$ cat config.mk
export PLATFORM = sky130hd
export DESIGN_NAME = icnt_mod_adder
export DESIGN_NICKNAME = d
export VERILOG_FILES = /design/src/rtl/icnt_pkg.sv /design/src/rtl/icnt_mod_adder.sv
export SDC_FILE = /design/constraint.sdc
export NUM_CORES = 1
export LEC_CHECK = 0
export ABC_AREA = 1
export BUFFER_PORTS_ARGS = -buffer_cell sky130_fd_sc_hd__buf_2
export CORE_ASPECT_RATIO = 0.9
export CORE_UTILIZATION = 25
export DETAILED_ROUTE_END_ITERATION = 8
export PLACE_DENSITY = 0.54
export SLEW_MARGIN = 10
export SYNTH_ARGS = -nofsm -noshare
export SYNTH_HDL_FRONTEND = slang
export SYNTH_SLANG_ARGS = --single-unit
$ cat constraint.sdc
create_clock -name vclk -period 8.8
set_clock_uncertainty 0.15 [all_clocks]
set_input_delay 0.88 -clock vclk [all_inputs]
set_output_delay 0.88 -clock vclk [all_outputs]
set_load 0.01 [all_outputs]
$ cat src/rtl/icnt_pkg.sv
`timescale 1ns / 1ps

package icnt_pkg;

   localparam int RANK_W  = 11;
   localparam int COUNT_W = 30;
   localparam int TAG_W   = 8;

   localparam logic [COUNT_W-1:0] COUNT_MODULUS = COUNT_W'(1000000007);

   typedef logic [COUNT_W-1:0] count_type;
   typedef logic [TAG_W-1:0]   tag_type;

endpackage

$ cat src/rtl/icnt_mod_adder.sv
`timescale 1ns / 1ps

module icnt_mod_adder
   import icnt_pkg::*;
(
   input  count_type add_a,
   input  count_type add_b,
   output count_type add_sum
);

   logic [COUNT_W:0] raw_sum;
   logic [COUNT_W:0] reduced;

   assign raw_sum = {1'b0, add_a} + {1'b0, add_b};
   assign reduced = raw_sum - {1'b0, COUNT_MODULUS};

   always_comb begin
      if (raw_sum >= {1'b0, COUNT_MODULUS}) begin
         add_sum = reduced[COUNT_W-1:0];
      end else begin
         add_sum = raw_sum[COUNT_W-1:0];
      end
   end

endmodule

==> Yosys cells after proc, flatten, opt, wreduce, memory -nomap -nowiden <==
Index checks and enable logic that the tools add are counted.
{ "totals": {"output_inout_bits": 30, "in_bits": 60, "ff_bits": 0} }
{ "op_classes": {"n_addsub": 2, "n_mux": 1, "magnitude_cmp": 1} }
{ "op_table": {"columns": ["op", "count"], "rows": [
  ["adder 30 x 30 -> 31 bit", 1],
  ["greater-or-equal comparator 31 x 30 -> 1 bit (second input constant)", 1],
  ["2-to-1 mux 30 bit", 1],
  ["subtractor 30 bit (second input constant)", 1]
]} }

==> Longest topological paths before layout <==
Gate-level depths: netlist of the first run.
{ "logic_depth": {"ltp_word": 3, "ltp_mapped": 24, "mapped_depth_nobuf": 23} }

==> Worst setup path after synthesis of the first run <==
Ideal clock, no wire load.
{ "synth_timing": {"path_type": "input-to-output", "from": "input add_a[0]", "to": "output add_sum[10]", "arrival_ps": 3250, "path_slack_ps": 4520, "path_buffers": 1, "stages": 21, "path_cell_list": "ha_1 inv_1 fa_1 inv_1 nand3_1 nand2_1 nand2_1 nand2_1 nand3_2 nor2_4 nand2_2 nand2_1 nand2_1 nand2_1 nand2_1 nand2_1 nand2_2 nand2_4 nand3_4 buf_6 o21ai_1"} }
{ "synth_via": {"elab_chain_len": 3, "word_cells_on_any_way": 4} }
{ "synth_rtl": {"columns": ["item", "line", "source"], "rows": [
  ["from (decl)", "icnt_mod_adder.sv:6", "input count_type add_a,"],
  ["adder 30 x 30 -> 31 bit *", "icnt_mod_adder.sv:14", "assign raw_sum = {1'b0, add_a} + {1'b0, add_b};"],
  ["subtractor 30 bit or greater-or-equal comparator 31 x 30 -> 1 bit (tied branches)", "icnt_mod_adder.sv:15, icnt_mod_adder.sv:18", null],
  ["2-to-1 mux 30 bit *", "icnt_mod_adder.sv:18", "if (raw_sum >= {1'b0, COUNT_MODULUS}) begin"],
  ["to (decl)", "icnt_mod_adder.sv:8", "output count_type add_sum"]
]} }
Every way passes the cells marked *; elsewhere a longest branch is shown, timed or not.

==> Worst setup path in the final report of the first run <==
Ends and elaborated chain as after synthesis.

==> results.md, run 1 <==
* Largest net degree at the start of global routing at 54
* Critical path startpoint category: primary input
* Worst-Margin Slew at 0.606 ns
* Post-Syn Area at 0.00395 sq mm
* # rows at 43
* Final net count at 1,008
* Setup Viol. Count Final at 0
* Vias at 4,894
* Post-cts hold buffer count at 0
* Crit-path slowest cell: nand3_4
* Critical path's top delay family: simple AND/OR/NAND/NOR gates
* I/O Pins at 90
* Area occupied by multi-input gates at 0.00328 sq mm
* Minimum clock period at 5.17 ns
* Unrepaired setup endpoints after global routing: no
* Syn Area/Cell at 4.76 sq um
* Layout cells sized above 1 at 16.6%
* Commonest non-fill, non-tap cell in the layout: nand2_1
* Ys Warns at 0
* Worst rel slew slack at 59.2%
* P&R area growth vs syn at 16.3%
* Critical path cell sequence: buf_2 > ha_1 > inv_1 > fa_1 > inv_1 > nand3_1 > nand2_1 > nand2_1 > nand2_1 > nand3_2 > nor2_4 > nand2_2 > nand2_1 > nand2_1 > nand2_1 > nand2_1 > nand2_1 > nand2_2 > nand2_4 > nand3_4 > o21ai_1 > buf_2
* Clock buffers at 0
* Chip Width at 134 microns
* Hold path cells at 4
* Worst EP required at 7.77 ns
* WP data arrival at 4.14 ns
* Achievable Freq at 0.194 GHz
* I/O Buffers at 90
* GPL Wtd Cong at 0.874
* First-pass DRT Iterations at 5
* Tcrit/Tclk final at 58.7%
* Sequential fraction of the synthesis area at 0%
* Yosys cell types at 31
* Initial core utilization at 25.6%
* Seq. cell area at 0 sq um
* FFs & Latches at 0
* Most frequent CP cell: nand2_1
* Critical path type: primary input to primary output
* Worst min path class: primary input to primary output
* Routed WL at 12,600 microns
* CP Max Fanout at 53
* Die Y at 121 microns
* DP Wirelength at 11,500 microns
* Total grt overflow at 0
* GRT Util Overall at 16.0%
* Crit path capture type: primary output
* Critical path depth at 22
* Vias in the first global route at 4,474
* Power density cells at 99.9 mW/mm^2
* VDD IR max at 50.9 uV
* Final Hold Viols at 0
* Max Cap Viol at 0
* Fill count at 1,868
* Top cells by area, synth: nand2_1, inv_1, ha_1, nand3_1, nor2_1
* # DRC at 0
* Leak pwr at 2.82 nW
* Final TNS setup at 0 ns
* Antenna violations before repair at 0
* Number of antenna-violating nets in the routed design at 0
* Die area at 0.0163 sq mm
* Post-synth top area share at 33.6%
* Leading area contributor after synthesis: nand2_1
* Status: completed
* First-pass GRT wire length at 21,400 microns
* Syn_nets at 922
* Synth Instances at 830
* Drt wl/cell at 11.3 microns
* Initial drt markers at 263
* Post-CTS Resized at 0
* CP peak stage delay at 0.43 ns
* DP Worst Slack at 3.62 ns
* ANT cells at 0
* Post-CTS Setup Inserts at 0
* Via density at 4.39
* Final Worst Setup Slack at 3.63 ns
* Slew Viols, Final at 0
* Most frequent cells in the layout: nand2_1, inv_1, buf_2
* CP bufs+invs at 4
* Core ar. at 0.0154 sq mm
## power by group
part | leakage, nW | internal [W] | switching, W
sequential | 0 | 0 | 0
clock | 0 | 0 | 0
combinational | 2.82 | 0.000158 | 0.000300
## through the flow
| step | utilization [%] | area [sq um] | total power [W] | hold slack (ns) | cells |
|---|---|---|---|---|---|
| after CTS | 29.7 | 4590 | 0.000462 | 2.13 | 1116 |
| after global placement | 29.7 | 4590 | 0.000460 | 2.14 | 1116 |
| after detailed placement | 29.7 | 4590 | 0.000461 | 2.13 | 1116 |
| after floorplan | - | 3950 | 0.000335 | 1.88 | 830 |
| after global routing | 29.7 | 4590 | 0.000525 | 2.17 | 1116 |
| final | 29.7 | 4590 | 0.000459 | 2.12 | 1116 |
## cell families after synthesis
group,count (synthesis),share of synthesized area (%)
AND/OR/NAND/NOR,561,61.6
buffers and inverters,169,17.0
AO/OA/AOI/OAI,49,6.62
adder cells (fa/ha/maj),32,10.3
XOR/XNOR,19,4.40
## final cells by class
type,count,area share [%]
Multi-Input combinational cell,661,71.4
Inverter,163,13.3
Timing Repair Buffer,90,9.81
Tap cell,202,5.50
## layer usage
metal | wire length [microns] | track usage, %
met1 | 6830 | 24.5
met5 | 0 | 0
met3 | 564 | 0.376
met4 | 52 | 0.843
met2 | 5150 | 25.6
## final timing paths
kind / to / from
max: add_sum[10] / add_a[0]
min: add_sum[0] / add_b[0]
## cell usage after synthesis
cell type and instances:
ha_1 31, nand2_4 1, nand2_1 353, nor2_4 3, xor2_1 16, nand3_2 2
o21ai_2 2, nand3_4 2, nor2_2 16, nor3_1 5, o21ai_0 4, nand3b_1 4
o21bai_1 3, xor2_2 1, o22ai_1 1, xnor2_1 2, clkinv_1 2, and3_1 1
inv_1 139, a21oi_1 22, nand2_2 13, o21ai_1 17, and2_1 6, buf_6 4
nand3_1 69, or2_1 1, nand4_1 23, inv_2 22, buf_4 2, nor2_1 62
fa_1 1
## worst min-delay path, delay by kind of cell
kind,cells,cell delay [ns]
adders and majority gates,1,0.22
buffers and inverters,2,0.21
xor gates and xnor gates,1,0.09
Power figures use the tool's default switching activity.
==> inputs of run 2 (changes only) <==
--- a/config.mk
+++ b/config.mk
@@ -5,12 +5,12 @@
 export SDC_FILE = /design/constraint.sdc
 export NUM_CORES = 1
 export LEC_CHECK = 0
-export ABC_AREA = 1
+export ABC_AREA = 0
 export BUFFER_PORTS_ARGS = -buffer_cell sky130_fd_sc_hd__buf_2
 export CORE_ASPECT_RATIO = 0.9
 export CORE_UTILIZATION = 25
 export DETAILED_ROUTE_END_ITERATION = 8
-export PLACE_DENSITY = 0.54
+export PLACE_DENSITY = 0.56
 export SLEW_MARGIN = 10
 export SYNTH_ARGS = -nofsm -noshare
 export SYNTH_HDL_FRONTEND = slang
==> constraint.sdc (replaced) <==
create_clock -name vclk -period 5.05
set_clock_uncertainty 0.15 [all_clocks]
set_input_delay 0.505 -clock vclk [all_inputs]
set_output_delay 0.505 -clock vclk [all_outputs]
set_load 0.01 [all_outputs]
==> results.md, run 2 <==
* Status: completed
* Chip Width at 114 microns
* # rows at 36
* ANT cells at 0
* Critical path startpoint category: primary input
* CP Max Fanout at 23
* Critical path depth at 16
* Via density at 5.14
* I/O Buffers at 90
* GPL Wtd Cong at 0.842
* Max Cap Viol at 0
* DP Wirelength at 7440 microns
* Top cells by count, synth: a21oi_1, xnor2_1, nand2_1
* WP data arrival at 4.22 ns
* FFs & Latches at 0
* Most frequent CP cell: buf_2
* Top cells by area, synth: ha_1, xnor2_1, a21oi_1, nand2_1, xor2_1
* VDD IR max at 47.2 uV
* Post-Synth Adder-Cell Area at 14.6%
* Minimum clock period at 4.88 ns
* Crit-path slowest cell: fa_1
* Core ar. at 0.0109 sq mm
* Vias in the first global route at 2,996
* Crit path capture type: primary output
* CP peak stage delay at 0.42 ns
* Antenna violations before repair at 0
* Synth Area in XOR/XNOR at 17.8%
* Critical path cell sequence: buf_2 > ha_1 > inv_1 > fa_1 > nand2b_2 > a211oi_4 > o21ai_1 > a2111oi_4 > nor3_1 > or3_1 > o311ai_2 > o211ai_2 > buf_12 > nor4_2 > xnor2_1 > buf_2
* Leak pwr at 1.51 nW
* Clock buffers at 0
* Critical path's top delay family: compound AO/OA/AOI/OAI gates
* Initial drt markers at 139
* Worst min path class: primary input to primary output
* Setup Viol. Count Final at 0
* Final TNS setup at 0 ns
* Final Hold Viols at 0
* Total grt overflow at 0
* GRT Util Overall at 14.3%
* Final instance area at 0.00349 sq mm
* Worst rel slew slack at 54.8%
* Fill count at 1,173
* Initial core utilization at 25.8%
* Post-cts hold buffer count at 0
* Sequential fraction of the synthesis area at 0%
* Hold path cells at 4
* Drt wl/cell at 13.8 microns
* Synth Instances at 405
* Routed WL at 8810 microns
* Leading area contributor after synthesis: ha_1
* Area after DPL at 0.00341 sq mm
* Hold Path Sink: add_sum[0]
* Number of antenna-violating nets in the routed design at 0
* Post-Syn Area at 0.00280 sq mm
* Power density cells at 224 mW/mm^2
* Yosys cell types at 67
* First-pass GRT wire length at 14,100 microns
* Worst EP required at 4.39 ns
* P&R area growth vs syn at 24.7%
* Most frequent cells in the layout: buf_2, a21oi_1, xnor2_1
* Die Y at 102 microns
* Post-placement cell count at 635
* Main combinational cell family by area after synthesis: compound AO/OA/AOI/OAI gates
* CP bufs+invs at 4
* Syn Area/Cell at 6.92 sq um
* Min-Delay Startpoint: add_b[0]
* Most common cell in the netlist: a21oi_1
* Tcrit/Tclk final at 96.6%
* Commonest non-fill, non-tap cell in the layout: buf_2
* Syn_nets at 497
* Post-synth top area share at 13.8%
* Post-synthesis simple-gate area fraction at 27.4%
* Fin cells at 637
* Critical path type: primary input to primary output
* First-pass DRT Iterations at 4
* Die area at 0.0116 sq mm
* Multiplexer share of the synthesized area at 1.16%
* I/O Pins at 90
* Layout cells sized above 1 at 27.4%
* Largest net degree at the start of global routing at 24
* Slew Viols, Final at 0
* Final net count at 579
* Seq. cell area at 0 sq um
* Ys Warns at 0
* Worst-Margin Slew at 0.673 ns
* Achievable Freq at 0.205 GHz
* # DRC at 0
* Vias at 3,277
* Synth Area in Compound Gates at 34.3%
==> run 2: per-stage QoR <==
step | setup WS (ns) | total power, W | utilization (%) | hold slack (ns)
after floorplan | 0.734 | 0.000522 | - | 1.11
final | 0.174 | 0.000783 | 32.2 | 1.33
after CTS | 0.0856 | 0.000764 | 31.5 | 1.33
after global routing | -0.0518 | 0.000862 | 32.2 | 1.35
after global placement | 0.231 | 0.000754 | 31.5 | 1.31
after detailed placement | 0.106 | 0.000762 | 31.5 | 1.33
==> run 2: worst max path at each step <==
stage,to,start,slack [ns]
after floorplan,add_sum[2],add_a[0],0.73
after global placement,add_sum[8],add_a[0],0.23
after detailed placement,add_sum[8],add_a[0],0.11
after CTS,add_sum[8],add_a[0],0.09
after global routing,add_sum[8],add_a[0],-0.05
final,add_sum[8],add_a[0],0.17
==> run 2: power by group <==
group          internal, W  switching [W]  total [W]
logic             0.000331       0.000452   0.000783
registers                0              0          0
clock network            0              0          0
==> run 2: cell families after synthesis <==
logic type,after synthesis
AO/OA/AOI/OAI,140
XOR/XNOR,57
adder cells (fa/ha/maj),32
buffers and inverters,31
multiplexers,3
AND/OR/NAND/NOR,142
==> run 2: final cells by class <==
cell class | instances | area [sq um] | area share (%)
inverter | 13 | 48.8 | 1.40
multi-input combinational | 374 | 2730 | 78.2
tap | 152 | 190 | 5.44
timing repair buffer | 98 | 523 | 15.0
==> run 2: per-layer routing <==
| layer | vias up | track usage [%] | part of all wire [%] |
|---|---|---|---|
| met5 | - | 0 | 0 |
| met4 | 0 | 1.11 | 0.83 |
| met3 | 6 | 0.771 | 4.8 |
| met2 | 102 | 23.4 | 44 |
| met1 | 1492 | 21.4 | 50 |
| li1 | 1677 | - | - |
==> run 2: what timing repair did <==
action / in CTS / in global routing
gates resized for setup: 0 / 11
buffers inserted: 0 / 2
setup endpoints to repair: 0 / 26
==> inputs of run 3 (changes only) <==
--- a/config.mk
+++ b/config.mk
@@ -5,12 +5,14 @@
 export SDC_FILE = /design/constraint.sdc
 export NUM_CORES = 1
 export LEC_CHECK = 0
-export ABC_AREA = 0
+export ABC_AREA = 1
 export BUFFER_PORTS_ARGS = -buffer_cell sky130_fd_sc_hd__buf_2
+export CELL_PAD_IN_SITES_DETAIL_PLACEMENT = 0
+export CELL_PAD_IN_SITES_GLOBAL_PLACEMENT = 2
 export CORE_ASPECT_RATIO = 0.9
 export CORE_UTILIZATION = 25
 export DETAILED_ROUTE_END_ITERATION = 8
-export PLACE_DENSITY = 0.56
+export PLACE_DENSITY = 0.91
 export SLEW_MARGIN = 10
 export SYNTH_ARGS = -nofsm -noshare
 export SYNTH_HDL_FRONTEND = slang
==> results.md, run 3 (synthesis results as in run 1) <==
* Die area at 0.0163 sq mm
* I/O Buffers at 90
* Via density at 4.40
* VDD IR max at 74.4 uV
* Post-cts hold buffer count at 0
* Critical path cell sequence: buf_2 > ha_1 > inv_1 > fa_1 > inv_1 > nand3_1 > nand2_1 > nand2_1 > nand2_1 > nand3_1 > nand3_1 > nand2_1 > nand2_1 > nand2_1 > a21oi_1 > nand2_2 > nand2_4 > nand3_4 > o21ai_1 > buf_2
* Total grt overflow at 0
* Hold slack at 1.34 ns
* First-pass DRT Iterations at 5
* Seq. cell area at 0 sq um
* Status: completed
* Post-CTS Resized at 0
* Vias in the first global route at 4,506
* Final TNS setup at 0 ns
* Vias at 4,907
* Worst rel slew slack at 55.3%
* CP peak stage delay at 0.44 ns
* Achievable Freq at 0.220 GHz
* Final Hold Viols at 0
* Post-CTS Setup Inserts at 0
* Tcrit/Tclk final at 89.9%
* Crit path capture type: primary output
* Fin cells at 1,116
* Post-placement cell count at 1,116
* FFs & Latches at 0
* I/O Pins at 90
* CP bufs+invs at 4
* Worst-Margin Slew at 0.664 ns
* DP Worst Slack at 0.508 ns
* Number of antenna-violating nets in the routed design at 0
* Initial drt markers at 264
* Layout cells sized above 1 at 16.6%
* Initial core utilization at 25.6%
* DP Wirelength at 11,600 microns
* Leak pwr at 2.82 nW
* Most frequent CP cell: nand2_1
* ANT cells at 0
* Final net count at 1,008
* Minimum clock period at 4.54 ns
* # rows at 43
* Critical path startpoint category: primary input
* Total power at 0.000804 W
* Crit-path slowest cell: nand3_4
* # DRC at 0
* Die Y at 121 microns
* First-pass GRT wire length at 21,700 microns
* Largest net degree at the start of global routing at 54
* Unrepaired setup endpoints after global routing: no
* Core ar. at 0.0154 sq mm
* Setup Viol. Count Final at 0
* Routed WL at 12,900 microns
* P&R area growth vs syn at 16.3%
* GPL Wtd Cong at 0.848
* Fill count at 1,864
* Drt wl/cell at 11.6 microns
* Power density cells at 175 mW/mm^2
* Critical path type: primary input to primary output
* WP data arrival at 3.88 ns
* Worst min path class: primary input to primary output
* Final Worst Setup Slack at 0.510 ns
* GRT Util Overall at 16.3%
* Antenna violations before repair at 0
* Most frequent cells in the layout: nand2_1, inv_1, buf_2
* Clock buffers at 0
* Worst EP required at 4.39 ns
* Critical path's top delay family: simple AND/OR/NAND/NOR gates
* Commonest non-fill, non-tap cell in the layout: nand2_1
* Chip Width at 134 microns
* Slew Viols, Final at 0
* CP Max Fanout at 53
* Max Cap Viol at 0
==> run 3: cell types whose count changed in the layout (fill, tap and decap cells not counted), moves of 21 or more <==
cell	delta
inv_1	+126
xnor2_1	-39
nand2_1	+315
a21oi_1	-21
nor2_1	+35
inv_2	+22
nand3_1	+60
==> run 3: layer usage <==
| metal | up-vias | wire length [microns] | track usage (%) |
|---|---|---|---|
| li1 | 2733 | - | - |
| met1 | 2092 | 7130 | 24.7 |
| met2 | 80 | 5340 | 26.8 |
| met3 | 2 | 438 | 0.459 |
| met4 | 0 | 33 | 0.421 |
| met5 | - | 0 | 0 |
==> run 3: cell type report <==
class	instances	area, sq um	area share [%]
Tap cell	202	253	5.50
Multi-Input combinational cell	661	3280	71.4
Inverter	163	612	13.3
Timing Repair Buffer	90	450	9.81
==> run 3: report_power, final <==
| group | internal, W | switching, W |
|---|---|---|
| registers | 0 | 0 |
| logic | 0.000276 | 0.000528 |
| clock network | 0 | 0 |
==> run 3: stage by stage <==
stage | instance area (sq um) | utilization [%]
floorplan | 3950 | -
global placement | 4590 | 29.7
detailed placement | 4590 | 29.7
CTS | 4590 | 29.7
global route | 4590 | 29.7
finish | 4590 | 29.7
==> run 3: worst paths after layout <==
path	endpoint	slack, ns	cells past startpoint	start
worst max-delay path	add_sum[18]	0.51	20	add_a[0]
worst min-delay path	add_sum[0]	1.34	4	add_b[0]
==> run 3: worst min-delay path, delay by kind of cell <==
kind,cells,cell delay [ns]
adders and majority gates,1,0.20
xor gates and xnor gates,1,0.08
buffers and inverters,2,0.21
